## config.mk

```make
export PLATFORM = sky130hd
export DESIGN_NAME = http_header_block_tokenizer
export DESIGN_NICKNAME = d
export VERILOG_FILES = /design/src/rtl/hhbt_pkg.sv /design/src/rtl/hhbt_ctrl.sv /design/src/rtl/hhbt_datapath.sv /design/src/rtl/http_header_block_tokenizer.sv
export SDC_FILE = /design/constraint.sdc
export NUM_CORES = 1
export LEC_CHECK = 0
export ABC_AREA = 0
export BUFFER_PORTS_ARGS = -buffer_cell sky130_fd_sc_hd__buf_2
export CAP_MARGIN = 20
export CORE_ASPECT_RATIO = 0.9
export CORE_UTILIZATION = 55
export CTS_BUF_LIST = sky130_fd_sc_hd__clkbuf_4 sky130_fd_sc_hd__clkbuf_8 sky130_fd_sc_hd__clkbuf_16
export DETAILED_ROUTE_END_ITERATION = 10
export PLACE_DENSITY_LB_ADDON = 0.15
export SLEW_MARGIN = 20
export SYNTH_ARGS = -nofsm -noshare
export SYNTH_HDL_FRONTEND = slang
export SYNTH_SLANG_ARGS = --single-unit
```

## constraint.sdc

```tcl
create_clock -name clk -period 9.54 [get_ports clk]
set_input_delay 0 -clock clk [delete_from_list [all_inputs] [get_ports clk]]
set_output_delay 0 -clock clk [all_outputs]
set_load 0.01 [all_outputs]
```

## src/rtl/hhbt_pkg.sv

```systemverilog
// ----------------------------------------------------------------------------
// hhbt_pkg
// Shared types and constants for the HTTP header block tokenizer.
// ----------------------------------------------------------------------------
package hhbt_pkg;

    // Result kinds
    localparam logic [2:0] K_START_BYTE = 3'd0;
    localparam logic [2:0] K_START_END  = 3'd1;
    localparam logic [2:0] K_NAME_BYTE  = 3'd2;
    localparam logic [2:0] K_VALUE_BYTE = 3'd3;
    localparam logic [2:0] K_FIELD_END  = 3'd4;
    localparam logic [2:0] K_BLOCK_END  = 3'd5;
    localparam logic [2:0] K_ERROR      = 3'd6;

    // Error codes
    localparam logic [2:0] E_NONE        = 3'd0;
    localparam logic [2:0] E_INCOMPLETE  = 3'd1;
    localparam logic [2:0] E_NO_START    = 3'd2;
    localparam logic [2:0] E_NO_COLON    = 3'd3;
    localparam logic [2:0] E_WS_OVERFLOW = 3'd4;

    // Characters
    localparam logic [7:0] CH_TAB   = 8'h09;
    localparam logic [7:0] CH_LF    = 8'h0A;
    localparam logic [7:0] CH_CR    = 8'h0D;
    localparam logic [7:0] CH_SPACE = 8'h20;
    localparam logic [7:0] CH_COLON = 8'h3A;

    localparam logic [15:0] HDR_LEN_MAX = 16'hFFFF;

    // Datapath operations issued by the controller
    typedef enum logic [3:0] {
        OP_NONE       = 4'd0,
        OP_DISPATCH   = 4'd1,
        OP_PLAIN      = 4'd2,
        OP_CONTENT    = 4'd3,
        OP_DRAIN_RD   = 4'd4,
        OP_DRAIN_EMIT = 4'd5,
        OP_LINE_END   = 4'd6,
        OP_FINISH     = 4'd7
    } op_t;

    typedef struct packed {
        logic ready;    // take a request this cycle
        op_t  op;
        logic use_cr;   // content step works on a held-back CR
    } cmd_t;

    typedef struct packed {
        logic in_valid;
        logic done;       // block ended or failed
        logic eod;
        logic prev_cr;
        logic byte_is_cr;
        logic byte_is_lf;
        logic need_drain;
        logic drain_last;
        logic can_emit;
        logic out_free;
        logic hold_valid;
    } status_t;

    typedef struct packed {
        logic [7:0]  out_byte;
        logic [2:0]  kind;
        logic [2:0]  error_code;
        logic [15:0] header_length;
    } res_t;

    function automatic logic is_ws(input logic [7:0] b);
        return (b == CH_SPACE) || ((b >= CH_TAB) && (b <= CH_CR));
    endfunction

endpackage

```

## src/rtl/hhbt_ctrl.sv

```systemverilog
// ----------------------------------------------------------------------------
// hhbt_ctrl
// Sequencer for the tokenizer: steps one request through dispatch, content,
// whitespace drain, line end and result flush.
// ----------------------------------------------------------------------------
module hhbt_ctrl (
    input  logic              clk,
    input  logic              rst_n,
    input  hhbt_pkg::status_t status,
    output hhbt_pkg::cmd_t    cmd
);
    import hhbt_pkg::*;

    typedef enum logic [7:0] {
        S_IDLE       = 8'b0000_0001,
        S_DISPATCH   = 8'b0000_0010,
        S_PLAIN      = 8'b0000_0100,
        S_CONTENT    = 8'b0000_1000,
        S_DRAIN_RD   = 8'b0001_0000,
        S_DRAIN_EMIT = 8'b0010_0000,
        S_LINE_END   = 8'b0100_0000,
        S_FINISH     = 8'b1000_0000
    } state_t;

    state_t state_reg, state_next;
    logic   cr_first_reg, cr_first_next;

    always_ff @(posedge clk or negedge rst_n)
    begin
        if (!rst_n)
        begin
            state_reg    <= S_IDLE;
            cr_first_reg <= 1'b0;
        end
        else
        begin
            state_reg    <= state_next;
            cr_first_reg <= cr_first_next;
        end
    end

    always_comb
    begin
        state_next    = state_reg;
        cr_first_next = cr_first_reg;
        cmd.ready     = 1'b0;
        cmd.op        = OP_NONE;
        cmd.use_cr    = cr_first_reg;
        unique case (state_reg)
            S_IDLE:
            begin
                cmd.ready = 1'b1;
                if (status.in_valid)
                    state_next = S_DISPATCH;
            end
            S_DISPATCH:
            begin
                cmd.op = OP_DISPATCH;
                if (status.done)
                    state_next = S_IDLE;
                else if (status.prev_cr && status.byte_is_lf)
                    state_next = S_LINE_END;
                else if (status.prev_cr)
                begin
                    cr_first_next = 1'b1;
                    state_next    = S_CONTENT;
                end
                else if (status.byte_is_cr)
                    state_next = S_FINISH;
                else
                    state_next = S_CONTENT;
            end
            S_PLAIN:
            begin
                cmd.op = OP_PLAIN;
                if (status.done || status.byte_is_cr)
                    state_next = S_FINISH;
                else
                    state_next = S_CONTENT;
            end
            S_CONTENT:
            begin
                if (status.can_emit)
                begin
                    if (status.need_drain)
                        state_next = S_DRAIN_RD;
                    else
                    begin
                        cmd.op        = OP_CONTENT;
                        cr_first_next = 1'b0;
                        state_next    = cr_first_reg ? S_PLAIN : S_FINISH;
                    end
                end
            end
            S_DRAIN_RD:
            begin
                cmd.op     = OP_DRAIN_RD;
                state_next = S_DRAIN_EMIT;
            end
            S_DRAIN_EMIT:
            begin
                if (status.can_emit)
                begin
                    cmd.op     = OP_DRAIN_EMIT;
                    state_next = status.drain_last ? S_CONTENT : S_DRAIN_RD;
                end
            end
            S_LINE_END:
            begin
                if (status.can_emit)
                begin
                    cmd.op     = OP_LINE_END;
                    state_next = S_FINISH;
                end
            end
            S_FINISH:
            begin
                if (status.eod && !status.done)
                    cmd.op = OP_FINISH;
                else if (status.hold_valid)
                begin
                    if (status.out_free)
                    begin
                        cmd.op     = OP_FINISH;
                        state_next = S_IDLE;
                    end
                end
                else
                    state_next = S_IDLE;
            end
            default:
            begin
                state_next = S_IDLE;
            end
        endcase
    end

endmodule

```

## src/rtl/hhbt_datapath.sv

```systemverilog
// ----------------------------------------------------------------------------
// hhbt_datapath
// Parser state, whitespace buffer, result staging and output register.
// ----------------------------------------------------------------------------
module hhbt_datapath #(
    parameter int PENDING_DEPTH = 32,
    parameter int LENGTH_WIDTH  = 16
) (
    input  logic              clk,
    input  logic              rst_n,
    input  hhbt_pkg::cmd_t    cmd,
    output hhbt_pkg::status_t status,
    input  logic              s_tvalid,
    input  logic [7:0]        s_tdata,
    input  logic [0:0]        s_tuser,
    input  logic              s_tlast,
    output logic              m_tvalid,
    input  logic              m_tready,
    output logic [31:0]       m_tdata,
    output logic [2:0]        m_tuser,
    output logic              m_tlast
);
    import hhbt_pkg::*;

    localparam int AW      = $clog2(PENDING_DEPTH);
    localparam int CW      = $clog2(PENDING_DEPTH + 1);
    localparam int LEN_EXT = (LENGTH_WIDTH > 16) ? LENGTH_WIDTH : 16;

    typedef enum logic [4:0] {
        PH_START  = 5'b00001,
        PH_NAME   = 5'b00010,
        PH_VALUE  = 5'b00100,
        PH_DONE   = 5'b01000,
        PH_FAILED = 5'b10000
    } phase_t;

    // Parser control state
    phase_t                  phase_reg, phase_next;
    logic                    prev_cr_reg, prev_cr_next;
    logic                    line_start_reg, line_start_next;
    logic                    seg_content_reg, seg_content_next;
    logic                    start_nonempty_reg, start_nonempty_next;
    logic [CW-1:0]           count_reg, count_next;
    logic [LENGTH_WIDTH-1:0] counter_reg, counter_next;
    logic [AW-1:0]           drain_idx_reg, drain_idx_next;
    logic                    hold_valid_reg, hold_valid_next;
    logic                    out_valid_reg, out_valid_next;
    logic                    out_last_reg, out_last_next;

    // Payload
    logic [7:0] byte_reg;
    logic       eod_reg;
    logic [7:0] rd_data_reg;
    res_t       hold_res_reg;
    res_t       out_res_reg;
    logic [7:0] pend_mem [PENDING_DEPTH];

    logic                accept;
    logic [7:0]          ch;
    logic                ch_ws;
    logic                done;
    logic [2:0]          seg_kind;
    logic                emit_req, emit_en, flush;
    res_t                new_res;
    logic                mem_we;
    logic                out_free, can_emit;
    logic [LEN_EXT-1:0]  cnt_ext;
    logic [15:0]         len_sat;

    assign accept   = s_tvalid && cmd.ready;
    assign ch       = cmd.use_cr ? CH_CR : byte_reg;
    assign ch_ws    = is_ws(ch);
    assign done     = (phase_reg == PH_DONE) || (phase_reg == PH_FAILED);
    assign seg_kind = (phase_reg == PH_NAME) ? K_NAME_BYTE : K_VALUE_BYTE;
    assign out_free = !out_valid_reg || m_tready;
    assign can_emit = !hold_valid_reg || out_free;
    assign cnt_ext  = LEN_EXT'(counter_reg);
    assign len_sat  = (cnt_ext > LEN_EXT'(HDR_LEN_MAX)) ? HDR_LEN_MAX : cnt_ext[15:0];

    // Results of a byte that ends the data are dropped unless they end the block
    assign emit_en = emit_req &&
                     (!eod_reg || (new_res.kind == K_ERROR) || (new_res.kind == K_BLOCK_END));

    assign status.in_valid   = s_tvalid;
    assign status.done       = done;
    assign status.eod        = eod_reg;
    assign status.prev_cr    = prev_cr_reg;
    assign status.byte_is_cr = (byte_reg == CH_CR);
    assign status.byte_is_lf = (byte_reg == CH_LF);
    assign status.need_drain = ((phase_reg == PH_NAME) || (phase_reg == PH_VALUE)) &&
                               !((phase_reg == PH_NAME) && (ch == CH_COLON)) &&
                               !ch_ws && (count_reg != '0);
    assign status.drain_last = ((CW'(drain_idx_reg) + CW'(1)) == count_reg);
    assign status.can_emit   = can_emit;
    assign status.out_free   = out_free;
    assign status.hold_valid = hold_valid_reg;

    always_comb
    begin
        phase_next          = phase_reg;
        prev_cr_next        = prev_cr_reg;
        line_start_next     = line_start_reg;
        seg_content_next    = seg_content_reg;
        start_nonempty_next = start_nonempty_reg;
        count_next          = count_reg;
        counter_next        = counter_reg;
        drain_idx_next      = drain_idx_reg;
        emit_req            = 1'b0;
        flush               = 1'b0;
        mem_we              = 1'b0;
        new_res             = '0;

        if (accept && s_tuser[0])
        begin
            phase_next          = PH_START;
            prev_cr_next        = 1'b0;
            line_start_next     = 1'b1;
            seg_content_next    = 1'b0;
            start_nonempty_next = 1'b0;
            count_next          = '0;
            counter_next        = '0;
        end

        unique case (cmd.op)
            OP_NONE, OP_DRAIN_RD:
            begin
            end
            OP_DISPATCH:
            begin
                if (!done)
                begin
                    if (counter_reg != '1)
                        counter_next = counter_reg + 1'b1;
                    if (prev_cr_reg)
                        prev_cr_next = 1'b0;
                    else if (byte_reg == CH_CR)
                        prev_cr_next = 1'b1;
                end
            end
            OP_PLAIN:
            begin
                if (!done && (byte_reg == CH_CR))
                    prev_cr_next = 1'b1;
            end
            OP_CONTENT:
            begin
                if (phase_reg == PH_START)
                begin
                    emit_req            = 1'b1;
                    new_res.out_byte    = ch;
                    new_res.kind        = K_START_BYTE;
                    start_nonempty_next = 1'b1;
                end
                else
                begin
                    line_start_next = 1'b0;
                    if ((phase_reg == PH_NAME) && (ch == CH_COLON))
                    begin
                        count_next       = '0;
                        seg_content_next = 1'b0;
                        phase_next       = PH_VALUE;
                    end
                    else if (ch_ws)
                    begin
                        if (seg_content_reg)
                        begin
                            if (count_reg >= CW'(PENDING_DEPTH))
                            begin
                                emit_req           = 1'b1;
                                new_res.kind       = K_ERROR;
                                new_res.error_code = E_WS_OVERFLOW;
                                phase_next         = PH_FAILED;
                            end
                            else
                            begin
                                mem_we     = 1'b1;
                                count_next = count_reg + 1'b1;
                            end
                        end
                    end
                    else
                    begin
                        emit_req         = 1'b1;
                        new_res.out_byte = ch;
                        new_res.kind     = seg_kind;
                        seg_content_next = 1'b1;
                    end
                end
            end
            OP_DRAIN_EMIT:
            begin
                emit_req         = 1'b1;
                new_res.out_byte = rd_data_reg;
                new_res.kind     = seg_kind;
                if (status.drain_last)
                begin
                    drain_idx_next = '0;
                    count_next     = '0;
                end
                else
                    drain_idx_next = drain_idx_reg + 1'b1;
            end
            OP_LINE_END:
            begin
                emit_req = 1'b1;
                if (phase_reg == PH_START)
                begin
                    if (!start_nonempty_reg)
                    begin
                        new_res.kind       = K_ERROR;
                        new_res.error_code = E_NO_START;
                        phase_next         = PH_FAILED;
                    end
                    else
                    begin
                        new_res.kind     = K_START_END;
                        phase_next       = PH_NAME;
                        line_start_next  = 1'b1;
                        seg_content_next = 1'b0;
                        count_next       = '0;
                    end
                end
                else if (phase_reg == PH_NAME)
                begin
                    if (line_start_reg)
                    begin
                        new_res.kind          = K_BLOCK_END;
                        new_res.header_length = len_sat;
                        phase_next            = PH_DONE;
                    end
                    else
                    begin
                        new_res.kind       = K_ERROR;
                        new_res.error_code = E_NO_COLON;
                        phase_next         = PH_FAILED;
                    end
                end
                else
                begin
                    new_res.kind     = K_FIELD_END;
                    phase_next       = PH_NAME;
                    line_start_next  = 1'b1;
                    seg_content_next = 1'b0;
                    count_next       = '0;
                end
            end
            OP_FINISH:
            begin
                if (eod_reg && !done)
                begin
                    emit_req           = 1'b1;
                    new_res.kind       = K_ERROR;
                    new_res.error_code = E_INCOMPLETE;
                    phase_next         = PH_FAILED;
                end
                else if (hold_valid_reg && out_free)
                    flush = 1'b1;
            end
            default:
            begin
            end
        endcase
    end

    // Staging: the newest result waits in hold until the next one or the flush
    // tells whether it is the last of its request.
    always_comb
    begin
        hold_valid_next = hold_valid_reg;
        out_valid_next  = out_valid_reg;
        out_last_next   = out_last_reg;
        if (emit_en)
        begin
            hold_valid_next = 1'b1;
            if (hold_valid_reg)
            begin
                out_valid_next = 1'b1;
                out_last_next  = 1'b0;
            end
            else if (m_tready)
                out_valid_next = 1'b0;
        end
        else if (flush)
        begin
            hold_valid_next = 1'b0;
            out_valid_next  = 1'b1;
            out_last_next   = 1'b1;
        end
        else if (m_tready)
            out_valid_next = 1'b0;
    end

    always_ff @(posedge clk or negedge rst_n)
    begin
        if (!rst_n)
        begin
            phase_reg          <= PH_START;
            prev_cr_reg        <= 1'b0;
            line_start_reg     <= 1'b1;
            seg_content_reg    <= 1'b0;
            start_nonempty_reg <= 1'b0;
            count_reg          <= '0;
            counter_reg        <= '0;
            drain_idx_reg      <= '0;
            hold_valid_reg     <= 1'b0;
            out_valid_reg      <= 1'b0;
            out_last_reg       <= 1'b0;
        end
        else
        begin
            phase_reg          <= phase_next;
            prev_cr_reg        <= prev_cr_next;
            line_start_reg     <= line_start_next;
            seg_content_reg    <= seg_content_next;
            start_nonempty_reg <= start_nonempty_next;
            count_reg          <= count_next;
            counter_reg        <= counter_next;
            drain_idx_reg      <= drain_idx_next;
            hold_valid_reg     <= hold_valid_next;
            out_valid_reg      <= out_valid_next;
            out_last_reg       <= out_last_next;
        end
    end

    always_ff @(posedge clk)
    begin
        if (accept)
        begin
            byte_reg <= s_tdata;
            eod_reg  <= s_tlast;
        end
        if (emit_en)
        begin
            hold_res_reg <= new_res;
            if (hold_valid_reg)
                out_res_reg <= hold_res_reg;
        end
        else if (flush)
            out_res_reg <= hold_res_reg;
    end

    // Trailing whitespace buffer
    always_ff @(posedge clk)
    begin
        if (mem_we)
            pend_mem[count_reg[AW-1:0]] <= ch;
        if (cmd.op == OP_DRAIN_RD)
            rd_data_reg <= pend_mem[drain_idx_reg];
    end

    assign m_tvalid = out_valid_reg;
    assign m_tlast  = out_last_reg;
    assign m_tuser  = out_res_reg.kind;
    assign m_tdata  = {5'b0, out_res_reg.header_length, out_res_reg.error_code,
                       out_res_reg.out_byte};

endmodule

```

## src/rtl/http_header_block_tokenizer.sv

```systemverilog
// ----------------------------------------------------------------------------
// http_header_block_tokenizer
// Ordering: a held-back CR or a whitespace release is emitted before the
//   result of the new byte; an incomplete error comes last.
// Requests: one at a time; a new request is taken only after the previous
//   one has flushed its results, and a release emits each buffered byte in turn.
// Reset: rst_n clears parser state to the start line; buffer contents undefined.
// ----------------------------------------------------------------------------
//
// Tokenizes an HTTP header block one byte per request. The start line passes
// through verbatim; each later line splits at its first colon into a name and
// a value, trimmed of leading and trailing whitespace. Trailing whitespace is
// parked in a small buffer and released only when a non-space byte follows.
// A CR is held back one byte since it may open a CRLF. The first empty line
// ends the block and reports the header length.
//
// The controller (hhbt_ctrl) walks each request through dispatch, content,
// drain and line-end steps; the datapath (hhbt_datapath) holds the parser
// state, the whitespace buffer and the result staging. The newest result is
// staged one slot behind the output register so the final result of each
// request can carry tlast.
module http_header_block_tokenizer #(
    parameter int PENDING_DEPTH = 32,   // whitespace buffer depth, 2..63
    parameter int LENGTH_WIDTH  = 16    // byte counter width, 8..32
) (
    input  logic        clk,
    input  logic        rst_n,
    // Request side
    input  logic        s_tvalid,
    output logic        s_tready,
    input  logic [7:0]  s_tdata,   // [7:0] data_byte
    input  logic [0:0]  s_tuser,   // [0] first_of_message
    input  logic        s_tlast,   // end_of_data
    // Result side
    output logic        m_tvalid,
    input  logic        m_tready,
    output logic [31:0] m_tdata,   // [7:0] out_byte, [10:8] error_code,
                                   // [26:11] header_length, [31:27] zero
    output logic [2:0]  m_tuser,   // [2:0] kind
    output logic        m_tlast    // last_of_run
);
    import hhbt_pkg::*;

    cmd_t    cmd;
    status_t status;

    hhbt_ctrl u_ctrl (
        .clk    (clk),
        .rst_n  (rst_n),
        .status (status),
        .cmd    (cmd)
    );

    hhbt_datapath #(
        .PENDING_DEPTH (PENDING_DEPTH),
        .LENGTH_WIDTH  (LENGTH_WIDTH)
    ) u_datapath (
        .clk      (clk),
        .rst_n    (rst_n),
        .cmd      (cmd),
        .status   (status),
        .s_tvalid (s_tvalid),
        .s_tdata  (s_tdata),
        .s_tuser  (s_tuser),
        .s_tlast  (s_tlast),
        .m_tvalid (m_tvalid),
        .m_tready (m_tready),
        .m_tdata  (m_tdata),
        .m_tuser  (m_tuser),
        .m_tlast  (m_tlast)
    );

    // Take a new request only once the previous one has flushed its results
    assign s_tready = cmd.ready;

`ifndef NO_ASSERTIONS
    // Staged result must be flushed before a new request is taken
    a_idle_hold_empty: assert property (@(posedge clk) disable iff (!rst_n)
        cmd.ready |-> !status.hold_valid)
        else $error("result still staged while taking a request");

    // Errors and block end always carry the last flag of their request
    a_error_last: assert property (@(posedge clk) disable iff (!rst_n)
        (m_tvalid && ((m_tuser == K_ERROR) || (m_tuser == K_BLOCK_END))) |-> m_tlast)
        else $error("terminating result without last flag");

    // Header length is only reported with block end
    a_len_only_block_end: assert property (@(posedge clk) disable iff (!rst_n)
        (m_tvalid && (m_tuser != K_BLOCK_END)) |-> (m_tdata[26:11] == 16'd0))
        else $error("header length outside block end");
`endif

endmodule
```

# After elaboration in Yosys (flattened, before gate mapping)
# Memories as Yosys holds them, arrays and structs flattened. A register that Yosys moved wholly into a read port is not among the register bits.
# Cells that the tools add are included.
[word_totals] input_bits=14 memories=1 ramBits=256 output_inout_bits=38 register_bits=117
[classes] bitwise=3 eq_ne=39 magnitude_cmp=4 n_reduce_logical=34 addsub=4 n_mux=135
[mem_list] memory="u_datapath.pend_mem" words=32 width=8 rd=1 rd_clocked_by_memory_dff=1 write_ports=1 line_no="hhbt_datapath.sv:56" source="logic [7:0] pend_mem [PENDING_DEPTH];"
[ops] operator="2-to-1 mux 8 bit" count=16
[ops] operator="2-to-1 mux 16 bit" count=6
[ops] operator="2-to-1 mux 30 bit" count=3
[ops] operator="2-to-1 mux 6 bit" count=14
[ops] operator="2-to-1 mux 5 bit" count=13
[ops] operator="one-hot mux 8 bit (8 select lines)" count=1
[ops] operator="2-to-1 mux 1 bit" count=53
[ops] operator="one-hot mux 4 bit (7 select lines)" count=1
[ops] operator="equality test 8 x 4 -> 1 bit (second input constant)" count=3
[ops] operator="equality test 8 x 6 -> 1 bit (second input constant)" count=3
[ops] operator="2-to-1 mux 3 bit" count=8
[ops] operator="2-to-1 mux 18 bit" count=1
[ops] operator="one-hot mux 6 bit (3 select lines)" count=1
[ops] operator="adder 16 x 1 -> 16 bit (second input constant)" count=1
[ops] operator="equality test 4 x 3 -> 1 bit (second input constant)" count=4
[ops] operator="greater-than comparator 16 bit (second input constant)" count=1
[ops] operator="!= test 16 bit (second input constant)" count=1
[ops] operator="one-hot mux 8 bit (2 select lines)" count=1
[ops] operator="one-hot mux 5 bit (3 select lines)" count=1
[ops] operator="2-to-1 mux 14 bit" count=1
[ops] operator="logical AND 1 bit" count=12
[ops] operator="2-to-1 mux 4 bit" count=3
[ops] operator="one-hot mux 3 bit (4 select lines)" count=1
[ops] operator="AND reduction 6 bit" count=2
[ops] operator="other kinds (37)" count=68

# Depth between registers and ports, before layout
[depth] depth_word=18 mapped_depth=9 ltp_nobuf=9

# By module
# Synthesis repeated with hierarchy kept, for this count alone.
[unflattened] hier_cells=981 area_unflattened_um2=16133.0
[modules_own_cells] mod="hhbt_datapath" n_inst=1 area_per_inst_um2=15357.2 seq_area_each_um2=10978.0 cells_per_inst=885
[modules_own_cells] mod="hhbt_ctrl" n_inst=1 area_per_inst_um2=775.7 seq_area_each_um2=226.5 cells_per_inst=96

# Worst setup path after synthesis
# Ideal clock, no wire load.
[synth_timing] kind="register to register" from="register u_ctrl.state_reg[2]" to="register u_datapath.hold_res_reg[0] (netlist bit) (enable)" synth_period_minus_slack_ns=3.129 arrival_time_ns=2.740 path_slack_ns=6.411 setup_time_ns=0.390 stages_incl_launch_ff=8 cell_sequence="dfrtp_1 nor4_4 nand3_2 or3_4 a21o_1 o211ai_1 a21bo_2 and2_1"
[synth_between] elab_chain_len=8 elab_cells_between_ends=20
[synth_rtl] element="start, declared" line_no="hhbt_ctrl.sv:25" source="state_t state_reg, state_next;"
[synth_rtl] element="start signal, assigned" line_no="hhbt_ctrl.sv:37" source="state_reg <= state_next;"
[synth_rtl] element="equality test 8 bit, or another cell as far along" line_no="hhbt_ctrl.sv:49" source="unique case (state_reg)"
[synth_rtl] element="one-hot mux 4 bit (7 select lines) (*)" line_no="hhbt_ctrl.sv:49"
[synth_rtl] element="equality test 4 x 3 -> 1 bit or equality test 4 x 2 -> 1 bit (tied branches)" line_no="hhbt_datapath.sv:124" source="unique case (cmd.op)"
[synth_rtl] element="one-hot mux 3 bit (4 select lines)" line_no="hhbt_datapath.sv:124"
[synth_rtl] element="equality test 3 bit" line_no="hhbt_datapath.sv:82" source="(!eod_reg || (new_res.kind == K_ERROR) || (new_res.kind == K_BLOCK_END));"
[synth_rtl] element="logical OR 1 bit (2 in a row)" line_no="hhbt_datapath.sv:82"
[synth_rtl] element="logical AND 1 bit (*)" line_no="hhbt_datapath.sv:81" source="assign emit_en = emit_req &&"
[synth_rtl] element="net u_datapath.emit_en" line_no="hhbt_datapath.sv:63" source="logic emit_req, emit_en, flush;"
[synth_rtl] element="end signal, assigned" line_no="hhbt_datapath.sv:334" source="hold_res_reg <= new_res;"
[synth_rtl] element="end, declared" line_no="hhbt_datapath.sv:54" source="res_t hold_res_reg;"
# The timed path passes the listed nets; every way through them passes the cells marked *.
# A chain may end at the register's enable or synchronous reset.

# Final worst setup path
[layout_timing] from="register u_datapath.drain_idx_reg[0]" to="register u_datapath.count_reg[1]"
[layout_between] elab_chain_len=4
[layout_rtl] element="start, declared" line_no="hhbt_datapath.sv:45" source="logic [AW-1:0] drain_idx_reg, drain_idx_next;"
[layout_rtl] element="start signal, assigned" line_no="hhbt_datapath.sv:318" source="drain_idx_reg <= drain_idx_next;"
[layout_rtl] element="adder 5 x 1 -> 6 bit" line_no="hhbt_datapath.sv:93" source="assign status.drain_last = ((CW'(drain_idx_reg) + CW'(1)) == count_reg);"
[layout_rtl] element="equality test 6 bit" line_no="hhbt_datapath.sv:93"
[layout_rtl] element="2-to-1 mux 6 bit" line_no="hhbt_datapath.sv:195" source="if (status.drain_last)"
[layout_rtl] element="one-hot mux 6 bit (3 select lines)" line_no="hhbt_datapath.sv:124"
[layout_rtl] element="net u_datapath.count_next[1]" line_no="hhbt_datapath.sv:43" source="logic [CW-1:0] count_reg, count_next;"
[layout_rtl] element="end signal, assigned" line_no="hhbt_datapath.sv:316" source="count_reg <= count_next;"
[layout_rtl] element="end, declared" line_no="hhbt_datapath.sv:43"
# The timed path passes the listed nets, and every way through them passes these cells.

==> flow_metrics.py <==
metrics = {
    "pwr": {
        "vdd.ir_drop.worst_uv": 161,
        "total_power_mw": 3.93,
        "powerDensity_nw_per_um2": 220,
        "power.leakage_nw": 6.44,
    },
    "critical_path": {
        "critical-path-slowest-cell": "sky130_fd_sc_hd__dfrtp_4",
        "reg2reg_to": "u_datapath.count_reg[1]",
        "crit_chain": "buf_4, ha_1, nor2_1, o21ai_0, a31oi_1, nor4_4, o22ai_2, a211o_1, a32o_1",
        "timing.rr.start": "u_datapath.drain_idx_reg[0]",
        "cp_max_fo": 37,
        "crit_type": "flop to flop",
        "worst_path_largest_cell_delay_ps": 820,
        "worstPathArrival_ps": 4220,
        "worstPathRequired_ps": 9940,
        "worst_setup_path_start_kind": "flop",
        "worst-r2r-cell-count": 9,
        "rrSetupSlack_ps": 5720,
        "type_of_destination_of_the_critical_path": "flop",
    },
    "timing": {
        "share_of_the_clock_period_used_by_the_worst_path_after_layout_pct": 40.0,
        "finalClockSkew_ps": 21.0,
        "slew_violations": 0,
        "setup_violations": 0,
        "total_negative_setup_slack_ps": 0,
        "max_clock_freq_mhz": 262,
        "layout_min_cycle_time_ps": 3820,
        "timing.slew.headroom_pct": 28.2,
        "worst-slew-pin-transition_ps": 1070,
        "timing_hold_violations_final": 0,
        "grt_setup_unrepaired": "no",
    },
    "clocking": {
        "clock_path_buffers": 3,
        "cts_made_buffers": 39,
        "cts.clk_slew.worst_paths_ps": 60,
        "htree_num_levels": 2,
        "cts_tree": "built",
        "clock_latency_ps": 530,
        "clk_root_buffer_cell": "sky130_fd_sc_hd__clkbuf_16",
        "cts_post_setup_buffers_inserted": 0,
        "ctsResizeCount": 0,
        "post_cts_hold_buffer_count": 12,
        "numClockSinks": 381,
    },
    "routing": {
        "drt_iter0_drc": 1023,
        "ant_nets": 0,
        "dr_total_vias": 9234,
        "post_drt_wl_per_cell_um": 22.7,
        "routed_wl_mm": 33.8,
        "vias_per_cell": 6.20,
        "detail_route.drc_violations": 0,
        "detailedRoute.firstPassIterationCount": 5,
    },
    "synth": {
        "netlist_area_before_placement_um2": 15900,
        "synth.area.top_cells": "sky130_fd_sc_hd__edfxtp_1, sky130_fd_sc_hd__dfrtp_1, sky130_fd_sc_hd__mux4_2",
        "combinational_family_with_the_most_area_after_synthesis": "simple AND/OR/NAND/NOR gates",
        "post_synth_inst_count": 1037,
        "synth.distinct_cells": 81,
        "yosysTopAreaCellShare_pct": 63.0,
        "postSynthRegisterBits": 381,
        "ys.warnings.count": 0,
        "synthesis.area_per_instance_um2": 15.3,
        "synth-xor-area-share_pct": 0.496,
        "synthSimpleGateAreaFrac_pct": 9.76,
        "post_synth_fa_ha_maj_area_fraction_pct": 0.473,
        "synth_edf_count": 333,
        "synth.area.mux_share_pct": 8.70,
        "synth_seq_area_share_pct": 70.5,
        "synthArstFlopShare_pct": 12.6,
        "synth_top_cells_by_count": "sky130_fd_sc_hd__edfxtp_1, sky130_fd_sc_hd__nand2_1, sky130_fd_sc_hd__nor2_1, sky130_fd_sc_hd__mux2i_1, sky130_fd_sc_hd__o21ai_0",
        "synth_compound_area_share_pct": 8.10,
        "yosys.cell_count.top_type": "sky130_fd_sc_hd__edfxtp_1",
        "synth_top_area_cell": "sky130_fd_sc_hd__edfxtp_1",
        "postSynth.topFlopCell": "sky130_fd_sc_hd__edfxtp_1",
    },
    "global_route": {
        "grt_pass1_wl_mm": 52.7,
        "antenna_found_initial": 0,
        "vias_in_the_first_global_route": 8797,
        "grt_start_max_net_pins": 49,
        "globalRoute.totalOverflow": 0,
        "total_routing_usage_gr_pct": 23.7,
    },
    "min_path": {
        "worst_hold_path.num_cells": 5,
        "hp-start": "s_tuser",
        "path_type_of_the_worst_min_delay_path": "primary input to flop",
        "hold_end": "u_datapath.phase_reg[1]",
    },
    "finish": {
        "area_delta_synth_final_pct": 12.6,
        "antennaDiodeCount": 0,
        "final_layout_size_suffix_gt1_share_pct": 16.5,
        "final_util_pct": 63.5,
        "largest_reg_flops": 256,
        "nets": 1121,
        "finalNonFillerCells": 1489,
        "filler_cell_count": 2049,
    },
    "placed_design": {
        "post-place-cells": 1407,
        "gp_routability_congestion": 0.856,
        "dp.final_hpwl_mm": 21.6,
        "place.port_buffers": 46,
    },
    "run": {
        "number_of_max_cap_violations": 0,
    },
    "floorplan": {
        "std_cell_rows": 58,
        "floorplan.die.width_um": 181,
        "floorplan_die_area_um2": 29600,
        "initial_utilization_pct": 56.4,
        "core_um2": 28200,
        "boundaryPins": 52,
        "height_of_the_die_um": 163,
    },
    "outcome": {
        "result_of_the_run": "finished, final reports clean",
    },
}
-- cell usage in the layout, fill, tap and decap left out, drive strengths merged, types with 24 or more instances in the layout --
cell type	count
edfxtp	333
nand2	79
nor2	72
mux2i	65
buf	61
o21ai	47
dfrtp	45
clkbuf	45
o221ai	40
mux4	32
nand3	31
and2	24
-- worst max path at each step --
stage                                           start                    endpoint  cells after the start
after detailed placement  u_datapath.drain_idx_reg[0]     u_datapath.count_reg[1]                      9
after CTS                 u_datapath.drain_idx_reg[0]     u_datapath.count_reg[1]                      9
after floorplan                   u_ctrl.state_reg[2]  u_datapath.hold_res_reg[0]                      7
after global placement    u_datapath.drain_idx_reg[0]     u_datapath.count_reg[1]                      9
final                     u_datapath.drain_idx_reg[0]     u_datapath.count_reg[1]                      9
after global routing      u_datapath.drain_idx_reg[0]     u_datapath.count_reg[1]                      9
-- worst max-delay path, delay by kind of cell, from the launching register on --
family,cells,cell delay (ps)
AOI/OAI and AO/OA,5,1170
DFF,1,820
buffers and inverters,1,670
and+or+nand+nor,2,590
adders and majority gates,1,370
-- metal layers --
layer	wire [µm]	GRT usage [%]	vias up
met2	14300	33.7	382
met4	622	5.82	0
met3	2940	5.06	64
li1	-	-	4213
met5	0	0	-
met1	15900	37.4	4575
-- report_power, final --
group	switching, mW	internal, mW	leakage (nW)
clock network	0.611	0.932	0.643
registers	0.0522	1.96	3.61
logic	0.273	0.102	2.19
total	0.936	3.00	6.44
-- kinds of logic after synthesis --
family,count (synthesis)
AO/OA/AOI/OAI,179
other,1
buffers and inverters,69
XOR/XNOR,9
multiplexers,98
flip-flops,381
AND/OR/NAND/NOR,294
adder cells (fa/ha/maj),6
-- cell type report --
cell class	count	area, µm²	share of cell area, %
clock inverters	24	279	1.56
clock buffers	45	1020	5.71
multi-input cells	591	4400	24.6
well taps	360	450	2.52
inverters	15	56.3	0.315
flip-flops and latches	381	11200	62.7
repair buffers	73	470	2.63
-- per-stage QoR --
stage	instance area (µm²)	setup WS, ps	hold slack [ps]
floorplan	15900	6410	-296
global placement	16500	5920	153
detailed placement	16500	5800	149
CTS	17900	5780	44.7
global route	17900	5500	75.7
finish	17900	5720	64.0
No activity file was read; power rests on OpenSTA's default activity.
